**src/rtl/core/stc_pkg.sv**
```systemverilog
// stc_pkg: shared types, codes and rate tables of the timecode counter
// no dependencies
`default_nettype none

package stc_pkg;

    localparam int unsigned InWidth = 88;
    localparam int unsigned OutWidth = 48;
    localparam logic [2:0] MacLast = 3'd4;
    localparam logic [2:0] DivTopShift = 3'd5;
    localparam logic [22:0] DfFramesPerDay = 23'd2589408;
    localparam logic [17:0] DfFramesPerHour = 18'd107892;
    localparam logic [17:0] DfFramesPerTen = 18'd17982;
    localparam logic [17:0] DfFramesPerMinute = 18'd1798;
    localparam logic [17:0] DfFramesPerSecond = 18'd30;
    localparam logic [4:0] DfAdjust = 5'd2;
    localparam logic [4:0] HourMax = 5'd23;
    localparam logic [5:0] MinSecMax = 6'd59;

    typedef enum logic [1:0] {
        OP_LOAD_TC = 2'd0,
        OP_LOAD_COUNT = 2'd1,
        OP_ADD_WRAP = 2'd2,
        OP_ADD_SAT = 2'd3
    } op_t;

    typedef enum logic [1:0] {
        FPS_24 = 2'd0,
        FPS_25 = 2'd1,
        FPS_30 = 2'd2,
        FPS_60 = 2'd3
    } fps_t;

    typedef enum logic {
        REG_FPS_SELECT = 1'b0,
        REG_DROP_FRAME = 1'b1
    } reg_idx_t;

    typedef enum logic [2:0] {
        ST_IDLE,
        ST_MAC,
        ST_WRAP,
        ST_FIX,
        ST_DSETUP,
        ST_DSTEP,
        ST_DEND,
        ST_OUT
    } state_t;

    typedef struct packed {
        logic       capture;
        logic       mac;
        logic [2:0] mac_idx;
        logic       wrap;
        logic       fix;
        logic       div_setup;
        logic       div_step;
        logic [2:0] div_shift;
        logic       div_end;
        logic [1:0] phase;
        logic       out_load;
    } cmd_t;

    typedef struct packed {
        op_t  op;
        logic wrap_ok;
        logic df_on;
    } status_t;

    function automatic logic [5:0] fps_of(input fps_t sel);
        logic [5:0] r;
        unique case (sel)
            FPS_24:  r = 6'd24;
            FPS_25:  r = 6'd25;
            FPS_30:  r = 6'd30;
            FPS_60:  r = 6'd60;
            default: r = 6'd25;
        endcase
        return r;
    endfunction

    function automatic logic [22:0] fpd_of(input fps_t sel, input logic dfon);
        logic [22:0] r;
        unique case (sel)
            FPS_24:  r = 23'd2073600;
            FPS_25:  r = 23'd2160000;
            FPS_30:  r = 23'd2592000;
            FPS_60:  r = 23'd5184000;
            default: r = 23'd2160000;
        endcase
        return dfon ? DfFramesPerDay : r;
    endfunction

    // weights of hour, ten minutes, unit minutes, second, frame
    function automatic logic [17:0] mac_weight(input logic [2:0] idx, input fps_t sel,
                                               input logic dfon);
        logic [17:0] f;
        logic [17:0] r;
        f = {12'd0, fps_of(sel)};
        case (idx)
            3'd0:    r = dfon ? DfFramesPerHour : 18'(f * 18'd3600);
            3'd1:    r = dfon ? DfFramesPerTen : 18'(f * 18'd600);
            3'd2:    r = dfon ? DfFramesPerMinute : 18'(f * 18'd60);
            3'd3:    r = dfon ? DfFramesPerSecond : f;
            default: r = 18'd1;
        endcase
        return r;
    endfunction

    function automatic logic [17:0] div_divisor(input logic [1:0] phase, input fps_t sel,
                                                input logic dfon);
        logic [17:0] f;
        logic [17:0] r;
        f = {12'd0, fps_of(sel)};
        case (phase)
            2'd0:    r = dfon ? DfFramesPerHour : 18'(f * 18'd3600);
            2'd1:    r = dfon ? DfFramesPerTen : 18'(f * 18'd60);
            2'd2:    r = dfon ? DfFramesPerMinute : f;
            default: r = dfon ? DfFramesPerSecond : f;
        endcase
        return r;
    endfunction

    function automatic logic [2:0] div10(input logic [5:0] m);
        logic [2:0] q;
        q = 3'd0;
        for (int i = 1; i < 6; i++)
        begin
            if (m >= 6'(10 * i))
                q = 3'(i);
        end
        return q;
    endfunction

endpackage

`default_nettype wire

```
**src/rtl/core/stc_ctrl.sv**
```systemverilog
// stc_ctrl: sequencing state machine of the timecode counter
// depends on stc_pkg
`default_nettype none

module stc_ctrl
    import stc_pkg::*;
(
    input  wire logic    clk,
    input  wire logic    rst_n,
    input  wire logic    in_valid,
    output logic         in_ready,
    output logic         out_valid,
    input  wire logic    out_ready,
    input  wire status_t status,
    output cmd_t         cmd
);

    state_t     state_reg, state_next;
    logic [2:0] cnt_reg, cnt_next;
    logic [1:0] phase_reg, phase_next;
    logic       out_valid_reg, out_valid_next;
    logic [1:0] last_phase;
    logic       out_free;

    assign last_phase = status.df_on ? 2'd3 : 2'd2;
    assign out_free = !out_valid_reg || out_ready;

    always_comb
    begin
        state_next = state_reg;
        unique case (state_reg)
            ST_IDLE:
            begin
                if (in_valid)
                begin
                    if (status.op == OP_LOAD_TC)
                        state_next = ST_MAC;
                    else if (status.op == OP_ADD_WRAP)
                        state_next = ST_WRAP;
                    else
                        state_next = ST_FIX;
                end
            end
            ST_MAC:
            begin
                if (cnt_reg == MacLast)
                    state_next = ST_FIX;
            end
            ST_WRAP:
            begin
                if (status.wrap_ok)
                    state_next = ST_FIX;
            end
            ST_FIX:    state_next = ST_DSETUP;
            ST_DSETUP: state_next = ST_DSTEP;
            ST_DSTEP:
            begin
                if (cnt_reg == 3'd0)
                    state_next = ST_DEND;
            end
            ST_DEND:   state_next = (phase_reg == last_phase) ? ST_OUT : ST_DSETUP;
            ST_OUT:
            begin
                if (out_free)
                    state_next = ST_IDLE;
            end
            default:   state_next = ST_IDLE;
        endcase
    end

    always_comb
    begin
        cnt_next = cnt_reg;
        phase_next = phase_reg;
        case (state_reg)
            ST_IDLE:   cnt_next = 3'd0;
            ST_MAC:    cnt_next = cnt_reg + 3'd1;
            ST_FIX:    phase_next = 2'd0;
            ST_DSETUP: cnt_next = DivTopShift;
            ST_DSTEP:  cnt_next = cnt_reg - 3'd1;
            ST_DEND:   phase_next = phase_reg + 2'd1;
            default:   cnt_next = cnt_reg;
        endcase
    end

    always_comb
    begin
        cmd = '0;
        cmd.mac_idx = cnt_reg;
        cmd.div_shift = cnt_reg;
        cmd.phase = phase_reg;
        in_ready = 1'b0;
        out_valid_next = out_valid_reg && !out_ready;
        unique case (state_reg)
            ST_IDLE:
            begin
                in_ready = 1'b1;
                cmd.capture = in_valid;
            end
            ST_MAC:    cmd.mac = 1'b1;
            ST_WRAP:   cmd.wrap = 1'b1;
            ST_FIX:    cmd.fix = 1'b1;
            ST_DSETUP: cmd.div_setup = 1'b1;
            ST_DSTEP:  cmd.div_step = 1'b1;
            ST_DEND:   cmd.div_end = 1'b1;
            ST_OUT:
            begin
                if (out_free)
                begin
                    cmd.out_load = 1'b1;
                    out_valid_next = 1'b1;
                end
            end
            default:   cmd = '0;
        endcase
    end

    assign out_valid = out_valid_reg;

    always_ff @(posedge clk or negedge rst_n)
    begin
        if (!rst_n)
        begin
            state_reg <= ST_IDLE;
            cnt_reg <= 3'd0;
            phase_reg <= 2'd0;
            out_valid_reg <= 1'b0;
        end
        else
        begin
            state_reg <= state_next;
            cnt_reg <= cnt_next;
            phase_reg <= phase_next;
            out_valid_reg <= out_valid_next;
        end
    end

endmodule

`default_nettype wire

```
**src/rtl/core/stc_datapath.sv**
```systemverilog
// stc_datapath: registers, frame count arithmetic and shared divider
// depends on stc_pkg
`default_nettype none

module stc_datapath
    import stc_pkg::*;
(
    input  wire logic        clk,
    input  wire logic        rst_n,
    input  wire logic        cfg_write,
    input  wire logic        cfg_index,
    input  wire logic [1:0]  cfg_data,
    input  wire logic [1:0]  operation,
    input  wire logic [7:0]  hour,
    input  wire logic [7:0]  minute,
    input  wire logic [7:0]  second,
    input  wire logic [7:0]  frame,
    input  wire logic [23:0] frame_count,
    input  wire logic [23:0] offset,
    input  wire cmd_t        cmd,
    output status_t          status,
    output logic [4:0]       out_hour,
    output logic [5:0]       out_minute,
    output logic [5:0]       out_second,
    output logic [5:0]       out_frame,
    output logic [22:0]      count_now,
    output logic             adjusted
);

    fps_t        fps_sel_reg;
    logic        drop_reg;
    logic [22:0] fsm_reg;
    op_t         op_reg;
    logic [4:0]  h_in_reg;
    logic [2:0]  mt_in_reg;
    logic [3:0]  mu_in_reg;
    logic [5:0]  s_in_reg;
    logic [5:0]  f_in_reg;
    logic signed [25:0] sum_reg;
    logic        adj_reg;
    logic [22:0] rem_reg;
    logic [5:0]  q_reg;
    logic        small_reg;
    logic [4:0]  dh_reg;
    logic [5:0]  dm_reg;
    logic [5:0]  ds_reg;
    logic [5:0]  dfr_reg;
    logic [2:0]  ten_reg;
    logic [4:0]  oh_reg;
    logic [5:0]  om_reg, os_reg, of_reg;
    logic [22:0] ocount_reg;
    logic        oadj_reg;

    logic        dfon;
    logic [5:0]  fps;
    logic [22:0] fpd;
    logic signed [25:0] fpd_s;
    logic [4:0]  hc;
    logic [5:0]  mc, sc, fc, fmax, fb;
    logic [2:0]  mt;
    logic [3:0]  mu;
    logic        cadj, bump;
    logic [7:0]  term;
    logic [25:0] prod;
    logic [23:0] dshift;
    logic [17:0] divisor;

    assign dfon = drop_reg && (fps_sel_reg == FPS_30);
    assign fps = fps_of(fps_sel_reg);
    assign fpd = fpd_of(fps_sel_reg, dfon);
    assign fpd_s = $signed({3'd0, fpd});
    assign fmax = fps - 6'd1;

    always_comb
    begin
        hc = (hour > 8'(HourMax)) ? HourMax : hour[4:0];
        mc = (minute > 8'(MinSecMax)) ? MinSecMax : minute[5:0];
        sc = (second > 8'(MinSecMax)) ? MinSecMax : second[5:0];
        fc = (frame > {2'd0, fmax}) ? fmax : frame[5:0];
        cadj = (hour > 8'(HourMax)) || (minute > 8'(MinSecMax))
            || (second > 8'(MinSecMax)) || (frame > {2'd0, fmax});
        mt = div10(mc);
        mu = 4'(mc - 6'(mt) * 6'd10);
        bump = dfon && (sc == 6'd0) && (mu != 4'd0) && (fc < 6'(DfAdjust));
        fb = bump ? 6'(DfAdjust) : fc;
    end

    always_comb
    begin
        case (cmd.mac_idx)
            3'd0:    term = {3'd0, h_in_reg};
            3'd1:    term = {5'd0, mt_in_reg};
            3'd2:    term = {4'd0, mu_in_reg};
            3'd3:    term = {2'd0, s_in_reg};
            default: term = {2'd0, f_in_reg};
        endcase
        prod = {18'd0, term} * {8'd0, mac_weight(cmd.mac_idx, fps_sel_reg, dfon)};
        divisor = div_divisor(cmd.phase, fps_sel_reg, dfon);
        dshift = 24'({6'd0, divisor} << cmd.div_shift);
    end

    assign status.op = op_t'(operation);
    assign status.df_on = dfon;
    assign status.wrap_ok = (sum_reg >= 26'sd0) && (sum_reg < fpd_s);

    always_ff @(posedge clk or negedge rst_n)
    begin
        if (!rst_n)
        begin
            fps_sel_reg <= FPS_25;
            drop_reg <= 1'b0;
            fsm_reg <= 23'd0;
        end
        else
        begin
            if (cfg_write)
            begin
                unique case (reg_idx_t'(cfg_index))
                    REG_FPS_SELECT: fps_sel_reg <= fps_t'(cfg_data);
                    REG_DROP_FRAME: drop_reg <= cfg_data[0];
                    default:        drop_reg <= drop_reg;
                endcase
            end
            if (cmd.fix)
            begin
                unique case (op_reg)
                    OP_LOAD_COUNT:
                        fsm_reg <= (sum_reg > $signed(fpd_s - 26'sd1)) ? fpd - 23'd1
                                                                      : sum_reg[22:0];
                    OP_ADD_SAT:
                    begin
                        if (sum_reg < 26'sd0)
                            fsm_reg <= 23'd0;
                        else if (sum_reg >= fpd_s)
                            fsm_reg <= fpd - 23'd1;
                        else
                            fsm_reg <= sum_reg[22:0];
                    end
                    default: fsm_reg <= sum_reg[22:0];
                endcase
            end
        end
    end

    always_ff @(posedge clk)
    begin
        if (cmd.capture)
        begin
            op_reg <= op_t'(operation);
            h_in_reg <= hc;
            mt_in_reg <= mt;
            mu_in_reg <= mu;
            s_in_reg <= sc;
            f_in_reg <= fb;
            adj_reg <= (op_t'(operation) == OP_LOAD_TC) && (cadj || bump);
            case (op_t'(operation))
                OP_LOAD_TC:    sum_reg <= 26'sd0;
                OP_LOAD_COUNT: sum_reg <= $signed({2'd0, frame_count});
                default:       sum_reg <= $signed({3'd0, fsm_reg})
                                        + $signed({{2{offset[23]}}, offset});
            endcase
        end
        if (cmd.mac)
            sum_reg <= sum_reg + $signed(prod);
        if (cmd.wrap)
        begin
            if (sum_reg < 26'sd0)
                sum_reg <= sum_reg + fpd_s;
            else if (sum_reg >= fpd_s)
                sum_reg <= sum_reg - fpd_s;
        end
        if (cmd.fix)
        begin
            case (op_reg)
                OP_LOAD_COUNT:
                    if (sum_reg > $signed(fpd_s - 26'sd1))
                        adj_reg <= 1'b1;
                OP_ADD_SAT:
                    if (sum_reg < 26'sd0 || sum_reg >= fpd_s)
                        adj_reg <= 1'b1;
                default: adj_reg <= adj_reg;
            endcase
        end
        if (cmd.div_setup)
        begin
            q_reg <= 6'd0;
            small_reg <= 1'b0;
            if (cmd.phase == 2'd0)
                rem_reg <= fsm_reg;
            else if (cmd.phase == 2'd2 && dfon)
            begin
                small_reg <= rem_reg < 23'(DfAdjust);
                if (rem_reg >= 23'(DfAdjust))
                    rem_reg <= rem_reg - 23'(DfAdjust);
            end
        end
        if (cmd.div_step && {1'b0, rem_reg} >= dshift)
        begin
            rem_reg <= 23'({1'b0, rem_reg} - dshift);
            q_reg <= q_reg | 6'(6'd1 << cmd.div_shift);
        end
        if (cmd.div_end)
        begin
            case (cmd.phase)
                2'd0: dh_reg <= q_reg[4:0];
                2'd1:
                begin
                    ten_reg <= q_reg[2:0];
                    dm_reg <= q_reg;
                end
                2'd2:
                begin
                    if (dfon)
                    begin
                        dm_reg <= 6'(ten_reg) * 6'd10 + q_reg;
                        if (!small_reg)
                            rem_reg <= rem_reg + 23'(DfAdjust);
                    end
                    else
                    begin
                        ds_reg <= q_reg;
                        dfr_reg <= rem_reg[5:0];
                    end
                end
                default:
                begin
                    ds_reg <= q_reg;
                    dfr_reg <= rem_reg[5:0];
                end
            endcase
        end
        if (cmd.out_load)
        begin
            oh_reg <= dh_reg;
            om_reg <= dm_reg;
            os_reg <= ds_reg;
            of_reg <= dfr_reg;
            ocount_reg <= fsm_reg;
            oadj_reg <= adj_reg;
        end
    end

    assign out_hour = oh_reg;
    assign out_minute = om_reg;
    assign out_second = os_reg;
    assign out_frame = of_reg;
    assign count_now = ocount_reg;
    assign adjusted = oadj_reg;

endmodule

`default_nettype wire

```
**src/rtl/core/smpte_timecode_counter_unit.sv**
```systemverilog
// smpte_timecode_counter_unit: top level of the timecode counter
// depends on stc_pkg, stc_ctrl, stc_datapath
`default_nettype none

// Keeps a frame count since midnight at 24, 25, 30 or 60 fps, with 30 fps
// drop-frame, and per word loads a timecode or count, or adds an offset with
// wrap or saturation; each word gives one result word with the decoded
// hh:mm:ss:ff. One word is worked at a time, in five multiply-add steps for a
// timecode load, up to six reduce steps for a wrapping add, and three or four
// six-step divisions in the shared divider.
// A finished result waits in the output register while the next word enters.
module smpte_timecode_counter_unit
    import stc_pkg::*;
(
    input  wire logic                clk,
    input  wire logic                rst_n,
    input  wire logic                cfg_valid,
    output logic                     cfg_ready,
    input  wire logic                cfg_index,
    input  wire logic [1:0]          cfg_data,
    input  wire logic                s_tvalid,
    output logic                     s_tready,
    // operation, hour, minute, second, frame, frame_count, offset, zero pad
    input  wire logic [InWidth-1:0]  s_tdata,
    output logic                     m_tvalid,
    input  wire logic                m_tready,
    // out_hour, out_minute, out_second, out_frame, count_now, adjusted, zero pad
    output logic [OutWidth-1:0]      m_tdata
);

    cmd_t        cmd;
    status_t     status;
    logic [4:0]  out_hour;
    logic [5:0]  out_minute, out_second, out_frame;
    logic [22:0] count_now;
    logic        adjusted;

    assign cfg_ready = 1'b1;

    stc_ctrl u_ctrl (
        .clk       (clk),
        .rst_n     (rst_n),
        .in_valid  (s_tvalid),
        .in_ready  (s_tready),
        .out_valid (m_tvalid),
        .out_ready (m_tready),
        .status    (status),
        .cmd       (cmd)
    );

    stc_datapath u_datapath (
        .clk         (clk),
        .rst_n       (rst_n),
        .cfg_write   (cfg_valid),
        .cfg_index   (cfg_index),
        .cfg_data    (cfg_data),
        .operation   (s_tdata[1:0]),
        .hour        (s_tdata[9:2]),
        .minute      (s_tdata[17:10]),
        .second      (s_tdata[25:18]),
        .frame       (s_tdata[33:26]),
        .frame_count (s_tdata[57:34]),
        .offset      (s_tdata[81:58]),
        .cmd         (cmd),
        .status      (status),
        .out_hour    (out_hour),
        .out_minute  (out_minute),
        .out_second  (out_second),
        .out_frame   (out_frame),
        .count_now   (count_now),
        .adjusted    (adjusted)
    );

    assign m_tdata = {1'b0, adjusted, count_now, out_frame, out_second, out_minute, out_hour};

    assert property (@(posedge clk) disable iff (!rst_n)
        m_tvalid |-> (m_tdata[4:0] <= 5'd23 && m_tdata[45:23] < 23'd5184000))
        else $error("decoded result out of range");

    assert property (@(posedge clk) disable iff (!rst_n)
        m_tvalid && m_tready && !s_tready |=> !m_tvalid || $past(cmd.out_load))
        else $error("result word shown twice");

    assert property (@(posedge clk) disable iff (!rst_n)
        m_tvalid && m_tdata[10:5] != 6'd0 |-> m_tdata[10:5] <= 6'd59)
        else $error("minute out of range");

endmodule

`default_nettype wire

```
**config.mk**
```make
export PLATFORM = sky130hd
export DESIGN_NAME = smpte_timecode_counter_unit
export DESIGN_NICKNAME = d
export VERILOG_FILES = /design/src/rtl/core/stc_pkg.sv /design/src/rtl/core/stc_ctrl.sv /design/src/rtl/core/stc_datapath.sv /design/src/rtl/core/smpte_timecode_counter_unit.sv
export SDC_FILE = /design/constraint.sdc
export NUM_CORES = 1
export LEC_CHECK = 0
export BUFFER_PORTS_ARGS = -buffer_cell sky130_fd_sc_hd__buf_2
export CELL_PAD_IN_SITES_DETAIL_PLACEMENT = 1
export CELL_PAD_IN_SITES_GLOBAL_PLACEMENT = 1
export CORE_MARGIN = 4
export CORE_UTILIZATION = 47
export DETAILED_ROUTE_END_ITERATION = 7
export PLACE_DENSITY_LB_ADDON = 0.2
export RECOVER_POWER = 100
export SLEW_MARGIN = 20
export SYNTH_ARGS = -nofsm -noshare
export SYNTH_HDL_FRONTEND = slang
export SYNTH_SLANG_ARGS = --single-unit
```
**constraint.sdc**
```tcl
create_clock -name clk -period 8.5 [get_ports clk]
set_clock_uncertainty 0.05 [all_clocks]
set_input_delay 2.55 -clock clk [delete_from_list [all_inputs] [get_ports clk]]
set_output_delay 2.55 -clock clk [all_outputs]
set_load 0.05 [all_outputs]
```
After elaboration in Yosys (flattened, before gate mapping)
Index checks and enable logic that the tools add are counted.
W data, S select, Z words.
Storage, ports and cells
  bits in registers: 191
  bits in latches: 0
  bits in writable memories: 0
  bits in read-only memories: 0
  input bits: 96
  word-level logic and storage cells: 216
  memories: 0
Cells by class
  $add $sub $neg: 15
  multipliers: 6
  divide/modulo/power cells: 0
  $lt $le $gt $ge: 18
  equality and inequality tests: 29
  shift-type cells: 2
  multiplexer cells: 76
  bitwise gates (word level): 4
  reductions and logical operators: 37
Operators by type and width (number)
  $mux W23: 13
  $mux W26: 5
  $pmux W23 S4: 1
  $pmux W18 S4: 1
  $mux W6: 9
  $pmux W18 S3: 1
  $pmux W26 S2: 1
  $pmux W6 S4: 2
  $pmux W23 S2: 1
  $pmux W6 S2: 3
  $add A26 B24 Y26: 1
  $add A26 B26 Y26: 1
  $ge A26 B1 Y1 const B: 1
  $ge A26 B24 Y1: 1
  $gt A26 B26 Y1: 1
  $lt A26 B1 Y1 const B: 1
  $lt A26 B24 Y1: 1
  $sub A26 B24 Y26: 1
  $add A24 B24 Y25: 1
  $ge A23 B24 Y1: 1
  $mul A6 B18 Y24: 1
  $mux W3: 8
  $pmux W3 S8: 1
  $shl A18 B3 Y24: 1
  other kinds (59): 129

Depth between registers and ports, before layout
Gate-level depths: netlist of run 1.
  depth in word-level cells: 19
  depth in mapped cells: 37
  mapped depth without buffers: 35

Cells and area by module
Synthesis of run 1 repeated with hierarchy kept, for this count alone.
Unflattened totals
  cells, all modules: 2359
  area, all modules: 19816.5 µm²
Modules (own cells, without submodules)
  stc_datapath: times used 1, cells each 2275, area each 19128.3 µm², seq. area each 4906.0 µm²
  stc_ctrl: times used 1, cells each 79, area each 658.1 µm², seq. area each 225.2 µm²
  smpte_timecode_counter_unit: times used 1, cells each 5, area each 30.0 µm², seq. area each 0.0 µm²

Worst setup path after synthesis of run 1
OpenSTA, ideal clock, no wires.
  kind: register to register
  start point: register u_datapath.fps_sel_reg[0]
  end point: register u_datapath.sum_reg[22]
  library setup time: 133 ps
  arrival: 7593 ps
  required time: 8317 ps
  setup slack: 724 ps
  stages on the path, launching flop included: 37
  period minus slack after synthesis: 7776 ps
  cells stage by stage: dfstp_2 > inv_1 > ha_1 > clkbuf_1 > clkinv_1 > ha_1 > nor2_1 > xnor2_1 > fa_1 > a21oi_1 > nor2_1 > xnor2_1 > a21oi_1 > a211oi_1 > or2_2 > fa_1 > inv_1 > fa_1 > inv_1 > fa_1 > inv_1 > ha_1 > or2_2 > a21oi_1 > a211oi_1 > or3_1 > a21oi_1 > xnor2_1 > ha_1 > a21oi_1 > nor2b_1 > nor4b_1 > nor2_1 > a31o_2 > a21oi_1 > xor2_1 > o211ai_1
Between the ends
  word-level cells in the longest chain between the ends: 11
  elaborated cells between the ends (all ways): 25
RTL lines
  start: declaration: line stc_datapath.sv:30  | fps_t fps_sel_reg;
  start signal: assignment: line stc_datapath.sv:119  | REG_FPS_SELECT: fps_sel_reg <= fps_t'(cfg_data);
  $eq A2 B2 Y1 (tied with other cells): line stc_pkg.sv:72, stc_pkg.sv:84
  $pmux W6 S4: line stc_pkg.sv:72  | unique case (sel)
  $mul A6 B8 Y14 (tied with other cells): line stc_pkg.sv:101  | 3'd0: r = dfon ? DfFramesPerHour : 18'(f * 18'd3600);
  $mux W18 (tied with other cells): line stc_pkg.sv:101
  $pmux W18 S4: line stc_pkg.sv:100  | case (idx)
  $mul A6 B18 Y24: line stc_datapath.sv:97  | prod = {18'd0, term} * {8'd0, mac_weight(cmd.mac_idx, fps_sel_reg, dfon)};
  $add A26 B26 Y26: line stc_datapath.sv:164  | sum_reg <= sum_reg + $signed(prod);
  $mux W26: line stc_datapath.sv:163  | if (cmd.mac)
  $mux W26: line stc_datapath.sv:169  | else if (sum_reg >= fpd_s)
  $mux W26: line stc_datapath.sv:167  | if (sum_reg < 26'sd0)
  $mux W26 (*): line stc_datapath.sv:165  | if (cmd.wrap)
  end signal: assignment: line stc_datapath.sv:164
  end signal: assignment: line stc_datapath.sv:168  | sum_reg <= sum_reg + fpd_s;
  end signal: assignment: line stc_datapath.sv:170  | sum_reg <= sum_reg - fpd_s;
  end: declaration: line stc_datapath.sv:39  | logic signed [25:0] sum_reg;
Mark *: on every way between the ends. The rest lies on a longest branch, timed or not. The select of a mux whose other input is x is not followed.
A chain may end at the register's enable or synchronous reset.

Worst setup path after layout of run 1
Ends and elaborated chain as after synthesis.

==> results.yml, run 1 <==
timing:
  hold_ws_ns: 0.374
  min_period_ns: 8.02
  hold_violations: 0
  relSlewSlack: -0.332
  timing.fmax_ghz: 0.125
  fin_crit_sh: 0.944
  worst_pin_slew_ns: 2.00
  setup_viol: 0
  drv_slew: 50
cells_and_area:
  area_growth_pct: 10.2
  regArea_um2: 5130
  nNetsFinal: 2875
  largest_reg_flops: 26
  multi_input_area_um2: 13700
  fillers: 5097
  drive_above_1_share: 0.118
  antennaDiodeCount: 0
floorplan:
  io_pins: 147
  num_rows: 75
  core_um2: 41900
  initial_core_util: 0.475
  die_h_um: 214
  die_area_um2: 45700
  die_width_um: 214
routing:
  num_vias: 19500
  ant_nets: 0
  drc: 0
  dr.pass1.iters: 5
  routedWlPerCell_um: 24.7
  drt-vias-per-instance: 6.35
  first_iter_violations: 1566
  finalWirelength_um: 75800
grt:
  grt_pass1_wl_um: 116000
  track_usage: 0.329
  grt_pass1_vias: 20100
  grt_max_degree: 61
  antenna_found_initial: 1
  overflow: 0
clocking:
  cts_made_buffers: 17
  cts_buffer_depth: 2
  cts_hold_buf: 0
  cts_resized: 0
  cts_tree: "yes"
  cts.sinks: 191
  htree_levels: 4
  worstSkewPairLatency_ns: 0.51
  cts_root_buffer: "clkbuf_16"
  cts_setup_buffers: 0
  clk_pin_slew_ns: 0.09
placement:
  place_congestion: 0.962
  post-dp-hpwl_um: 59000
  port_buffers: 138
setup_path:
  critPathSlowestCell: "dfstp_2"
  worst-setup-path-type: "register to register"
  cp.arrival_ns: 8.35
  cp-end-kind: "register"
  cp_max_fo: 5
  crit_required_ns: 8.83
  crit_path_start_kind: "register"
  slowest_delay_ns: 0.59
  rr_worst_depth: 35
  cp_common_cell: "a21oi_1"
worst_hold_path:
  hold_class: "register to register"
  min_path_cells: 0
synth:
  ys_warn_count: 0
  synth_area_per_cell_um2: 8.26
  yosys-top-cells-count: "nand2_1 (246), nor2_1 (232), a21oi_1 (197), ha_1 (193), inv_1 (171)"
  synth_top_area_frac: 0.170
  synth_edf_count: 113
  ys_top_cells_by_area: "edfxtp_1 (17%), ha_1 (12%), fa_1 (7.3%)"
  ys_types: 85
  ys_seq_area_frac: 0.258
  synth_flop_cell: "edfxtp_1"
  synthCells: 2412
  yosysMostFrequentCell: "nand2_1"
  ys_ff_latch: 191
  yosys.area.top_type: "edfxtp_1"
  async_flop_share: 0.183
  netlist_area_um2: 19900
run_status:
  violations: "max-capacitance violations, max-slew violations"
  run_status: "finished with violations"
run:
  max_cap_violations: 1
[final cells by class]
class | count | area share
flip-flops and latches | 191 | 0.234
clock inverters | 15 | 0.00946
multi-input cells | 1922 | 0.623
inverters | 176 | 0.0303
repair buffers | 205 | 0.0539
well taps | 539 | 0.0307
clock buffers | 17 | 0.0194
[through the flow]
| step | area (um^2) | cells | utilization | worst slack (ns) | TNS (ns) |
|---|---|---|---|---|---|
| global route | 21900 | 3065 | 0.523 | -0.0140 | -0.0140 |
| detailed placement | 21300 | 3033 | 0.508 | 0.147 | 0 |
| finish | 21900 | 3065 | 0.523 | 0.476 | 0 |
| CTS | 21900 | 3065 | 0.523 | 0.0897 | 0 |
| global placement | 21300 | 3033 | 0.508 | 0.271 | 0 |
| floorplan | 19900 | 2413 | - | 0.724 | 0 |
[worst max-delay path: cells and delay by family, from the launching register on]
| kind | cells | cell delay [ns] |
|---|---|---|
| flops | 1 | 0.59 |
| simple gates | 7 | 1.37 |
| buf+inv | 5 | 0.35 |
| xor+xnor | 4 | 0.70 |
| compound gates | 11 | 1.80 |
| fa+ha+maj | 8 | 3.00 |
[cells in the final DEF, fill, tap and decap left out, types with 25 or more instances in the layout]
master	instances
inv_1	171
ha_1	190
a211oi_1	30
a31oi_1	32
o211ai_1	26
xor2_1	43
mux2i_1	25
nor3_1	70
nand2_1	245
nand3_1	59
a21o_1	37
a221oi_1	31
nor2_1	231
buf_4	64
buf_2	138
nand2b_1	32
xnor2_1	71
o21a_1	29
dfrtp_1	34
dfxtp_1	43
edfxtp_1	113
fa_1	73
o21ai_0	130
a21oi_1	195
[logic make-up after synthesis]
family,count (synthesis),synth area share
XOR/XNOR,114,0.0501
buffers and inverters,300,0.0591
other,2,0.000377
multiplexers,36,0.0188
adder cells (fa/ha/maj),267,0.195
AND/OR/NAND/NOR,812,0.191
flip-flops,191,0.258
AO/OA/AOI/OAI,690,0.228
[routing by layer]
layer,global-route usage,wire length (um),up-vias
met3,0.0565,4490,205
met2,0.551,36300,633
met5,0,13,-
met1,0.414,31100,9709
met4,0.156,3920,2
li1,-,-,8908
[path summary, 6_finish.rpt]
kind	from	end	slack (ns)
worst max-delay path	u_datapath.fps_sel_reg[0]$_DFFE_PN1P_	u_datapath.sum_reg[22]$_DFF_P_	0.48
worst min-delay path	u_datapath.ds_reg[3]$_DFFE_PP_	u_datapath.out_second[3]$_DFFE_PP_	0.37
worst max register to register	u_datapath.fps_sel_reg[0]$_DFFE_PN1P_	u_datapath.sum_reg[22]$_DFF_P_	0.48
worst min register to register	u_datapath.ds_reg[3]$_DFFE_PP_	u_datapath.out_second[3]$_DFFE_PP_	0.37
max in group asynchronous	rst_n	u_ctrl.cnt_reg[2]$_DFFE_PN0P_	5.72
min in group asynchronous	rst_n	u_datapath.fsm_reg[18]$_DFFE_PN0P_	2.11
Power of run 1 is left out: the tool's default activity adds up to more than one toggle a clock period on the data nets, which glitch-free logic cannot reach.
==> run 2, diff against run 1 <==
CORE_UTILIZATION = 43   (was 47)
clock period = 7.1 ns   (was 8.5 ns; I/O delays follow)
==> results.yml, run 2 (synthesis gave the netlist of run 1 again) <==
timing:
  setup_viol: 11
  setup-tns-final_ns: -2.74
  relSlewSlack: -0.476
  fin_crit_sh: 1.07
  hold_violations: 0
  drv_slew: 123
  layout_setup_ws_ns: -0.472
  min_period_ns: 7.57
  worst_pin_slew_ns: 2.21
  rsz0062_at_grt: "true"
  timing.fmax_ghz: 0.132
grt:
  overflow: 0
  grt_pass1_vias: 20400
  antenna_found_initial: 4
  track_usage: 0.304
  grt_max_degree: 60
  grt_pass1_wl_um: 119000
placement:
  place_congestion: 0.962
  place_area_um2: 22400
  post-dp-hpwl_um: 61200
  preCtsSetupSlack_ns: -0.628
  port_buffers: 138
routing:
  drc: 0
  num_vias: 20000
  finalWirelength_um: 79100
  dr.pass1.iters: 5
  ant_nets: 0
  drt-vias-per-instance: 6.11
  first_iter_violations: 1750
  routedWlPerCell_um: 24.2
floorplan:
  io_pins: 147
  die_width_um: 223
  num_rows: 78
  core_um2: 45600
  initial_core_util: 0.437
  die_h_um: 223
  die_area_um2: 49800
worst_hold_path:
  min_path_cells: 0
  hold_class: "register to register"
  holdCritStartpoint: "u_datapath.dfr_reg[3]$_DFFE_PP_"
setup_path:
  rrSetupSlack_ns: -0.47
  crit_required_ns: 7.40
  crit_path_start_kind: "register"
  rr_worst_depth: 36
  cp_max_fo: 6
  cp-end-kind: "register"
  critPathSlowestCell: "dfstp_2"
  slowest_delay_ns: 0.58
  critPathBufInv: 8
  cp.arrival_ns: 7.87
  crit_start: "u_datapath.fps_sel_reg[0]$_DFFE_PN1P_"
  rr_startpoint: "u_datapath.fps_sel_reg[0]$_DFFE_PN1P_"
  crit_cells: 36
  critPathTopFamily: "adder cells"
  worst-setup-path-type: "register to register"
run:
  max_cap_violations: 3
cells_and_area:
  drive_above_1_share: 0.199
  fin_area_um2: 23700
  final_util: 0.521
  final_cell_mix: "nand2_1 (240), nor2_1 (227), buf_4 (201), a21oi_1 (174), ha_1 (171)"
  largest_reg_flops: 26
  nNetsFinal: 3019
  layout_commonest_cell: "nand2_1"
  area_growth_pct: 19.2
clocking:
  cts_tree: "yes"
  cts_made_buffers: 17
  clk_pin_slew_ns: 0.09
  cts_root_buffer: "clkbuf_16"
  cts.sinks: 191
  cts_buffer_depth: 2
  htree_levels: 4
  worstSkewPairLatency_ns: 0.48
run_status:
  run_status: "finished with violations"
  violations: "max-capacitance violations, max-slew violations, negative setup slack"
-- run 2: what timing repair did --
action,4_1_cts,5_1_grt
pin swaps,28,91
resized for setup,51,82
endpoints found under the setup margin,12,14
hold buffers,0,0
buffers inserted,10,15
-- run 2: area by class of cell --
type,instances,area (um^2)
diodes,2,5.00
clock buffers,17,425
clock inverters,15,183
fillers,5500,21800
inverters,176,673
multi-input cells,1922,14300
flip-flops and latches,191,5130
well taps,600,751
repair buffers,349,2280
-- run 2: metal layers --
metal	share of wire	track usage	vias up
met4	0.039	0.114	2
met5	0.00010	0	-
li1	-	-	9200
met2	0.48	0.517	617
met1	0.42	0.399	10000
met3	0.054	0.0326	147
-- run 2: path summary, 6_finish.rpt --
check	to
max in group asynchronous	u_datapath.fps_sel_reg[1]$_DFFE_PN0P_
min reg2reg	u_datapath.out_frame[3]$_DFFE_PP_
min in group asynchronous	u_datapath.fsm_reg[21]$_DFFE_PN0P_
max	u_datapath.sum_reg[25]$_DFF_P_
max reg2reg	u_datapath.sum_reg[25]$_DFF_P_
min	u_datapath.out_frame[3]$_DFFE_PP_
-- run 2: stage by stage --
stage               cells  hold WS, ns
detailed placement   3217        0.355
global placement     3217        0.352
floorplan            2413        0.350
global route         3272        0.379
finish               3272        0.371
CTS                  3255        0.370
Power of run 2 is left out for the same reason.
